--- src/sv/mbet_pkg.sv ---
package mbet_pkg;

	localparam int C_W            = 32;
	localparam int CNT_W          = 12;
	localparam int FRAC_BITS_DEF  = 28;
	localparam int MUL_DW         = 32;

	localparam logic [CNT_W-1:0] MAX_ITER_RST = CNT_W'(100);

	typedef enum logic [2:0] {
		ST_IDLE,
		ST_CHECK,
		ST_MUL_P,
		ST_ISSUE_X,
		ST_MUL_X,
		ST_MUL_Y,
		ST_FINISH
	} mbet_state_t;

endpackage

--- src/sv/mbet_pt_if.sv ---
interface mbet_pt_if import mbet_pkg::*; ();

	logic                    valid;
	logic                    ready;
	logic signed [C_W-1:0]   c_real;
	logic signed [C_W-1:0]   c_imag;

	modport source (output valid, output c_real, output c_imag, input ready);
	modport sink   (input valid, input c_real, input c_imag, output ready);

endinterface

--- src/sv/mbet_cnt_if.sv ---
interface mbet_cnt_if import mbet_pkg::*; ();

	logic              valid;
	logic              ready;
	logic [CNT_W-1:0]  iteration_count;

	modport source (output valid, output iteration_count, input ready);
	modport sink   (input valid, input iteration_count, output ready);

endinterface

--- src/sv/mbet_mul.sv ---
module mbet_mul import mbet_pkg::*; #(
	parameter int FRACTION_BITS = FRAC_BITS_DEF,
	parameter int OPW           = FRAC_BITS_DEF + 3,
	parameter int RESW          = FRAC_BITS_DEF + 4
) (
	input  logic            clk,
	input  logic            arst_n,
	input  logic            start,
	input  logic [OPW-1:0]  a,
	input  logic [OPW-1:0]  b,
	output logic            done,
	output logic [RESW-1:0] res
);

	localparam int NCH = (OPW + MUL_DW - 1) / MUL_DW;
	localparam int BW  = NCH * MUL_DW;
	localparam int AW  = OPW + BW;
	localparam int CW  = $clog2(NCH + 1);
	localparam logic [AW-1:0]   CAP_A = AW'(1) << (FRACTION_BITS + 3);
	localparam logic [RESW-1:0] CAP   = RESW'(1) << (FRACTION_BITS + 3);

	logic [OPW-1:0]        a_q;
	logic [BW-1:0]         b_q;
	logic [AW-1:0]         acc_q;
	logic [CW-1:0]         cnt_q;
	logic                  busy_q;
	logic                  done_q;
	logic [OPW+MUL_DW-1:0] pp;
	logic [AW-1:0]         sh;

	// one digit of b per cycle while busy, top digit first
	assign pp = a_q * b_q[BW-1 -: MUL_DW];

	always_ff @(posedge clk or negedge arst_n) begin
		if (!arst_n) begin
			busy_q <= 1'b0;
			done_q <= 1'b0;
			cnt_q  <= '0;
		end else begin
			done_q <= 1'b0;
			if (start) begin
				busy_q <= 1'b1;
				cnt_q  <= CW'(NCH);
			end else if (busy_q) begin
				cnt_q <= cnt_q - CW'(1);
				if (cnt_q == CW'(1)) begin
					busy_q <= 1'b0;
					done_q <= 1'b1;
				end
			end
		end
	end

	always_ff @(posedge clk) begin
		if (start) begin
			a_q   <= a;
			b_q   <= BW'(b);
			acc_q <= '0;
		end else if (busy_q) begin
			acc_q <= (acc_q << MUL_DW) + AW'(pp);
			b_q   <= b_q << MUL_DW;
		end
	end

	// drop fraction bits, saturate at eight
	always_comb begin
		sh = acc_q >> FRACTION_BITS;
		if (sh > CAP_A) begin
			res = CAP;
		end else begin
			res = sh[RESW-1:0];
		end
	end

	assign done = done_q;

`ifndef SYNTHESIS
	a_start_idle: assert property (@(posedge clk) disable iff (!arst_n)
		start |-> !busy_q)
		else $error("multiply started while busy");
	a_done_pulse: assert property (@(posedge clk) disable iff (!arst_n)
		done_q |=> !done_q)
		else $error("multiply done held for more than one cycle");
`endif

endmodule

--- src/sv/mandelbrot_escape_time.sv ---
// channel  | modport | payload                      | handshake
// point    | sink    | c_real, c_imag (Q4.28)       | valid / ready
// result   | source  | iteration_count              | valid / ready
// cfg      | -       | cfg_wr_data (max_iterations) | cfg_wr_en, no wait
//
// NCH = ceil((FRACTION_BITS + 3) / 32) passes of the shared multiplier, 1 by default
// three multiplies per iteration (xy, x^2, y^2) all go through the one multiplier
// point.ready is high only while idle; a finished count waits in the output register
// reset sets max_iterations to 100 and empties the output register
module mandelbrot_escape_time import mbet_pkg::*; #(
	parameter int FRACTION_BITS = FRAC_BITS_DEF
) (
	input  logic              clk,
	input  logic              arst_n,
	mbet_pt_if.sink           point,
	mbet_cnt_if.source        result,
	input  logic              cfg_wr_en,
	input  logic [CNT_W-1:0]  cfg_wr_data
);

	localparam int MW = FRACTION_BITS + 3;
	localparam int SW = FRACTION_BITS + 4;
	localparam int XW = ((FRACTION_BITS + 5 > C_W) ? FRACTION_BITS + 5 : C_W) + 2;
	localparam logic [MW-1:0] OPND_LIM = MW'(1) << (FRACTION_BITS + 2);
	localparam logic [SW:0]   ESC_LIM  = (SW + 1)'(1) << (FRACTION_BITS + 2);

	mbet_state_t state_q, state_d;

	logic signed [C_W-1:0]  cr_q, ci_q;
	logic signed [XW-1:0]   x_q, y_q;
	logic [SW-1:0]          x2_q, y2_q;
	logic [CNT_W-1:0]       k_q;
	logic [CNT_W-1:0]       max_q;
	logic                   out_valid_q;
	logic [CNT_W-1:0]       out_cnt_q;

	logic                   ld_item, ld_xy, ld_x2, ld_y2, ld_out;
	logic                   mul_start, mul_done;
	logic [MW-1:0]          mul_a, mul_b;
	logic [SW-1:0]          mul_res;

	logic [XW-1:0]          abs_x, abs_y;
	logic [MW-1:0]          mag_x, mag_y;
	logic [SW:0]            sq_sum;
	logic                   stop;
	logic [XW-1:0]          twop;
	logic signed [XW-1:0]   x_new, y_new;

	// clamped magnitudes feed the multiplier
	always_comb begin
		abs_x = x_q[XW-1] ? XW'(-x_q) : XW'(x_q);
		abs_y = y_q[XW-1] ? XW'(-y_q) : XW'(y_q);
		mag_x = (abs_x > XW'(OPND_LIM)) ? OPND_LIM : abs_x[MW-1:0];
		mag_y = (abs_y > XW'(OPND_LIM)) ? OPND_LIM : abs_y[MW-1:0];
	end

	assign sq_sum = {1'b0, x2_q} + {1'b0, y2_q};
	assign stop   = (k_q >= max_q) || (sq_sum > ESC_LIM);

	// 2xy truncated toward zero, then the new point
	always_comb begin
		twop  = XW'({mul_res, 1'b0});
		y_new = ((x_q[XW-1] ^ y_q[XW-1]) ? -$signed(twop) : $signed(twop))
			+ XW'(ci_q);
		x_new = $signed(XW'(x2_q)) - $signed(XW'(y2_q)) + XW'(cr_q);
	end

	always_ff @(posedge clk or negedge arst_n) begin
		if (!arst_n) begin
			state_q <= ST_IDLE;
		end else begin
			state_q <= state_d;
		end
	end

	always_comb begin
		state_d   = state_q;
		ld_item   = 1'b0;
		ld_xy     = 1'b0;
		ld_x2     = 1'b0;
		ld_y2     = 1'b0;
		ld_out    = 1'b0;
		mul_start = 1'b0;
		mul_a     = mag_x;
		mul_b     = mag_y;
		case (state_q)
			ST_IDLE: begin
				if (point.valid) begin
					ld_item = 1'b1;
					state_d = ST_CHECK;
				end
			end
			ST_CHECK: begin
				if (stop) begin
					state_d = ST_FINISH;
				end else begin
					mul_start = 1'b1;
					state_d   = ST_MUL_P;
				end
			end
			ST_MUL_P: begin
				if (mul_done) begin
					ld_xy   = 1'b1;
					state_d = ST_ISSUE_X;
				end
			end
			ST_ISSUE_X: begin
				mul_start = 1'b1;
				mul_b     = mag_x;
				state_d   = ST_MUL_X;
			end
			ST_MUL_X: begin
				mul_a = mag_y;
				if (mul_done) begin
					ld_x2     = 1'b1;
					mul_start = 1'b1;
					state_d   = ST_MUL_Y;
				end
			end
			ST_MUL_Y: begin
				if (mul_done) begin
					ld_y2   = 1'b1;
					state_d = ST_CHECK;
				end
			end
			ST_FINISH: begin
				if (!out_valid_q || result.ready) begin
					ld_out  = 1'b1;
					state_d = ST_IDLE;
				end
			end
			default: begin
				state_d = ST_IDLE;
			end
		endcase
	end

	mbet_mul #(
		.FRACTION_BITS (FRACTION_BITS),
		.OPW           (MW),
		.RESW          (SW)
	) u_mul (
		.clk    (clk),
		.arst_n (arst_n),
		.start  (mul_start),
		.a      (mul_a),
		.b      (mul_b),
		.done   (mul_done),
		.res    (mul_res)
	);

	always_ff @(posedge clk or negedge arst_n) begin
		if (!arst_n) begin
			k_q <= '0;
		end else if (ld_item) begin
			k_q <= '0;
		end else if (ld_y2) begin
			k_q <= k_q + CNT_W'(1);
		end
	end

	always_ff @(posedge clk) begin
		if (ld_item) begin
			cr_q <= point.c_real;
			ci_q <= point.c_imag;
			x_q  <= '0;
			y_q  <= '0;
			x2_q <= '0;
			y2_q <= '0;
		end else begin
			if (ld_xy) begin
				x_q <= x_new;
				y_q <= y_new;
			end
			if (ld_x2) begin
				x2_q <= mul_res;
			end
			if (ld_y2) begin
				y2_q <= mul_res;
			end
		end
	end

	always_ff @(posedge clk or negedge arst_n) begin
		if (!arst_n) begin
			max_q <= MAX_ITER_RST;
		end else if (cfg_wr_en) begin
			max_q <= cfg_wr_data;
		end
	end

	always_ff @(posedge clk or negedge arst_n) begin
		if (!arst_n) begin
			out_valid_q <= 1'b0;
		end else if (ld_out) begin
			out_valid_q <= 1'b1;
		end else if (result.ready) begin
			out_valid_q <= 1'b0;
		end
	end

	always_ff @(posedge clk) begin
		if (ld_out) begin
			out_cnt_q <= k_q;
		end
	end

	assign point.ready            = (state_q == ST_IDLE);
	assign result.valid           = out_valid_q;
	assign result.iteration_count = out_cnt_q;

`ifndef SYNTHESIS
	a_done_in_wait: assert property (@(posedge clk) disable iff (!arst_n)
		mul_done |-> (state_q == ST_MUL_P || state_q == ST_MUL_X || state_q == ST_MUL_Y))
		else $error("multiply result arrived outside a wait state");
	a_k_bound: assert property (@(posedge clk) disable iff (!arst_n)
		(state_q != ST_IDLE) |-> (k_q <= max_q))
		else $error("iteration count passed the maximum");
	a_item_start: assert property (@(posedge clk) disable iff (!arst_n)
		(point.valid && point.ready) |=> (state_q == ST_CHECK && k_q == '0))
		else $error("accepted item did not start from zero");
	a_count_bound: assert property (@(posedge clk) disable iff (!arst_n)
		result.valid |-> (result.iteration_count <= max_q))
		else $error("returned count above the maximum");
`endif

endmodule
--- src/flat_wrapper.sv ---
// flat-port wrapper written by rule: the top's interface ports become plain ports
module mandelbrot_escape_time_flat import mbet_pkg::*;
#(
	parameter int FRACTION_BITS = FRAC_BITS_DEF
)
  (clk, arst_n, cfg_wr_en, cfg_wr_data, point_valid, point_c_real, point_c_imag, point_ready, result_valid, result_iteration_count, result_ready);
  mbet_pt_if point_i ();
  mbet_cnt_if result_i ();
  input  logic clk;
  input  logic arst_n;
  input  logic cfg_wr_en;
  input  logic [CNT_W-1:0] cfg_wr_data;
  input wire logic [$bits(point_i.valid)-1:0] point_valid;
  input wire logic [$bits(point_i.c_real)-1:0] point_c_real;
  input wire logic [$bits(point_i.c_imag)-1:0] point_c_imag;
  output wire logic [$bits(point_i.ready)-1:0] point_ready;
  output wire logic [$bits(result_i.valid)-1:0] result_valid;
  output wire logic [$bits(result_i.iteration_count)-1:0] result_iteration_count;
  input wire logic [$bits(result_i.ready)-1:0] result_ready;
  assign point_i.valid = point_valid;
  assign point_i.c_real = point_c_real;
  assign point_i.c_imag = point_c_imag;
  assign point_ready = point_i.ready;
  assign result_valid = result_i.valid;
  assign result_iteration_count = result_i.iteration_count;
  assign result_i.ready = result_ready;
  mandelbrot_escape_time #(.FRACTION_BITS(FRACTION_BITS)) u_core (.clk(clk), .arst_n(arst_n), .point(point_i), .result(result_i), .cfg_wr_en(cfg_wr_en), .cfg_wr_data(cfg_wr_data));
endmodule
--- config.mk ---
export PLATFORM = sky130hd
export DESIGN_NAME = mandelbrot_escape_time_flat
export DESIGN_NICKNAME = d
export VERILOG_FILES = /design/src/sv/mbet_pkg.sv /design/src/sv/mbet_pt_if.sv /design/src/sv/mbet_cnt_if.sv /design/src/sv/mbet_mul.sv /design/src/sv/mandelbrot_escape_time.sv /design/src/flat_wrapper.sv
export SDC_FILE = /design/constraint.sdc
export NUM_CORES = 2
export LEC_CHECK = 0
export ABC_AREA = 1
export BUFFER_PORTS_ARGS = -buffer_cell sky130_fd_sc_hd__buf_2
export CELL_PAD_IN_SITES_DETAIL_PLACEMENT = 2
export CELL_PAD_IN_SITES_GLOBAL_PLACEMENT = 2
export CORE_ASPECT_RATIO = 0.9
export CORE_MARGIN = 8
export CORE_UTILIZATION = 42
export DETAILED_ROUTE_END_ITERATION = 7
export PLACE_DENSITY = 0.95
export SLEW_MARGIN = 20
export SYNTH_ARGS = -nofsm -noshare
export SYNTH_HDL_FRONTEND = slang
export SYNTH_SLANG_ARGS = --single-unit
--- constraint.sdc ---
create_clock -name clk -period 15.3 [get_ports clk]
set_clock_uncertainty 0.15 [all_clocks]
set_input_delay 0.765 -clock clk [delete_from_list [all_inputs] [get_ports clk]]
set_output_delay 0.765 -clock clk [all_outputs]
set_load 0.1 [all_outputs]
==> impl_metrics.env <==
export IMPL_placed_cells=9533
export IMPL_violations="DRC"
export IMPL_place_congestion=0.963
export IMPL_ys_types=55
export IMPL_n_fill_cell=15900
export IMPL_grt_usage_pct=48.8
export IMPL_path_max_fanout=31
export IMPL_synth_compound_area_share_pct=9.02
export IMPL_min_path_type="input port to async pin"
export IMPL_setup_ws_ns=2.33
export IMPL_num_rows=129
export IMPL_wl_met2_um=164000
export IMPL_end_kind="flop"
export IMPL_final_cell_area_um2=61800
export IMPL_clock_sinks=365
export IMPL_layout_drive_gt1_share_pct=4.41
export IMPL_met3_length_um=46700
export IMPL_cts_made_buffers=44
export IMPL_wl_per_cell_um=39.1
export IMPL_vias=63600
export IMPL_port_buffers=94
export IMPL_clock_path_buffers=3
export IMPL_seq_area_frac_synth_pct=15.2
export IMPL_pin_count=95
export IMPL_ant_nets=0
export IMPL_vias_per_cell=6.59
export IMPL_place_area_um2=60200
export IMPL_fin_crit_ns=12.97
export IMPL_setup_viol=0
export IMPL_worst_pin_slew_ns=1.21
export IMPL_routed_wl_um=377000
export IMPL_synth_top_family_by_area="adder cells"
export IMPL_relSlewSlack_pct=19.6
export IMPL_async_flop_share_pct=8.49
export IMPL_ys_seq_elements=365
export IMPL_crit_type="flop to flop"
export IMPL_core_region_area_um2=137000
export IMPL_nNetsFinal=9101
export IMPL_cts_setup_buffers=0
export IMPL_grt_pass1_wl_um=535000
export IMPL_dr_pass1_iters=8
export IMPL_post_cts_resized=0
export IMPL_drcViolationCount=12
export IMPL_post_dp_hpwl_um=259000
export IMPL_crit_required_ns=15.71
export IMPL_top_layer="met5"
export IMPL_drt_met1_wl_um=122000
export IMPL_rsz0062_at_grt="no"
export IMPL_antenna_found_initial=54
export IMPL_synth_avg_cell_area_um2=7.41
export IMPL_fin_crit_sh_pct=84.8
export IMPL_synth_edf_count=138
export IMPL_muxShareOfSynthArea_pct=0.0194
export IMPL_status="complete, but fails checks"
export IMPL_worstPathArrival_ns=13.38
export IMPL_areaGrowthSynthToFinish_pct=6.51
export IMPL_path_clk_slew_ns=0.08
export IMPL_cts_hold_buf=0
export IMPL_maxSlewViolCount=0
export IMPL_critical_path_max_stage_delay_ns=1.14
export IMPL_hold_viol=0
export IMPL_cts_tree="built"
export IMPL_drt_iter0_drc=8345
export IMPL_syn_cell_area_um2=58000
export IMPL_htree_levels=2
export IMPL_syn_inst=7833
export IMPL_die_w_um=408
export IMPL_grt_overflow=0
export IMPL_pre_cts_ws_ns=4.48
export IMPL_reg2reg_depth=39
export IMPL_yosys_area_share_simple_pct=20.4
export IMPL_crit_top_cell="fa_1"
export IMPL_synth_adder_area_share_pct=38.4
export IMPL_yosysWarnings=0
export IMPL_start_util_pct=42.3
export IMPL_grt_start_max_net_pins=78
export IMPL_cp_start_kind="flop"
export IMPL_die_h_um=369
export IMPL_cts_root_buf="clkbuf_16"
export IMPL_instances_no_fill=9644
export IMPL_synthesis_nets=9188
export IMPL_grt_pass1_vias=71000
export IMPL_tns_ns=0
export IMPL_synth_xor_xnor_area_share_pct=2.84
export IMPL_maxCapViolCount=0
export IMPL_ys_flop_type="dfxtp_1"
export IMPL_max_freq_mhz=77.1
export IMPL_insertion_delay_ns=0.67
export IMPL_die_area_um2=150000
export IMPL_slowest_stage="fa_1"
## registers in the layout, indices dropped and copies added, names as in the netlist
register / flops
u_core.k_q: 12
u_core.u_mul.a_q: 31
u_core.state_q: 3
u_core.u_mul.done: 1
u_core.cr_q: 32
u_core.u_mul.acc_q: 63
u_core.result.iteration_count: 12
u_core.y2_q: 32
u_core.u_mul.busy_q: 1
u_core.ci_q: 32
u_core.result.valid: 1
u_core.max_q: 12
u_core.x_q: 34
u_core.y_q: 35
u_core.x2_q: 32
u_core.u_mul.cnt_q: 1
u_core.u_mul.b_q: 31
## kinds of logic after synthesis
logic type                 count (synthesis)
DFF                                      365
muxes                                      1
xor gates and xnor gates                 188
and+or+nand+nor                         2925
AOI/OAI and AO/OA                        923
adders and majority gates               1274
buffers and inverters                   2157
## cell usage in the layout, fill, tap and decap left out, types with 55 or more instances in the layout
cell,Yosys,final
buf_4,7,82
buf_2,34,94
nand2_1,1950,1949
o211ai_1,55,55
o21ai_0,249,248
fa_1,842,842
inv_1,1838,1835
nor2_1,454,448
xnor2_1,56,56
dfxtp_1,196,196
a21oi_1,400,400
nand3_1,340,340
ha_1,432,432
edfxtp_1,138,138
xor2_1,132,132
## critical path: cells and delay by family (launching register included)
kind,cells,cell delay (ns)
AO/OA/AOI/OAI,7,2.21
XOR/XNOR,1,0.43
adder cells (fa/ha/maj),10,6.11
buffers and inverters,8,1.38
flip-flops,1,0.46
AND/OR/NAND/NOR,13,2.09
## through the flow
stage	hold slack, ns	utilization, %
floorplan	0.288	-
global placement	0.300	43.8
detailed placement	0.317	43.8
CTS	0.110	44.9
global route	0.134	45.0
finish	0.103	45.0
## metal layers
metal / global-route usage [%] / up-vias
met5: 4.40 / -
met1: 50.7 / 31900
li1: - / 23500
met2: 74.8 / 5571
met3: 21.7 / 2554
met4: 42.2 / 66
## final cells by class
class / count / area [µm²] / share of cell area, %
Clock inverter: 28 / 290 / 0.470
Timing Repair Buffer: 177 / 1100 / 1.78
Inverter: 1847 / 6930 / 11.2
Tap cell: 1834 / 2290 / 3.71
Antenna cell: 28 / 70.1 / 0.113
Sequential cell: 365 / 8850 / 14.3
Clock buffer: 54 / 1260 / 2.04
Multi-Input combinational cell: 5311 / 41000 / 66.4
## synth_stat cells, types with 8 or more instances
master	number	area, µm²
nand2_1	1950	7320
inv_1	1838	6900
fa_1	842	16900
nor2_1	454	1700
ha_1	432	5410
a21oi_1	400	2000
nand3_1	340	1700
clkbuf_1	254	953
o21ai_0	249	1250
dfxtp_1	196	3920
edfxtp_1	138	4140
xor2_1	132	1160
xnor2_1	56	490
o211ai_1	55	413
nand4_1	49	307
nor3_1	47	235
a31oi_1	41	257
or2_2	37	231
buf_2	34	170
o22ai_1	32	200
dfrtp_1	28	701
o21a_1	28	210
a21o_1	24	180
nor4_1	21	131
a21boi_0	20	150
o21bai_1	14	105
a21oi_2	10	87.6
o21ai_1	10	50.1
buf_1	9	33.8
a221oi_1	8	70.1
inv_2	8	30.0
## path summary, 6_finish.rpt
check                                            from                     end  slack, ns
worst max-delay path              u_core.u_mul.b_q[5]  u_core.u_mul.acc_q[56]       2.33
worst min-delay path                           arst_n      u_core.u_mul.cnt_q       0.10
worst max register to register    u_core.u_mul.b_q[5]  u_core.u_mul.acc_q[56]       2.33
worst min register to register  u_core.u_mul.acc_q[0]   u_core.u_mul.acc_q[0]       0.33
max in group asynchronous                      arst_n         u_core.max_q[0]      14.30
min in group clk                     point_c_imag[17]         u_core.ci_q[17]       0.16
Power is not shown: default switching activity piles up to over one toggle a cycle in this logic, so the estimate is an artifact.
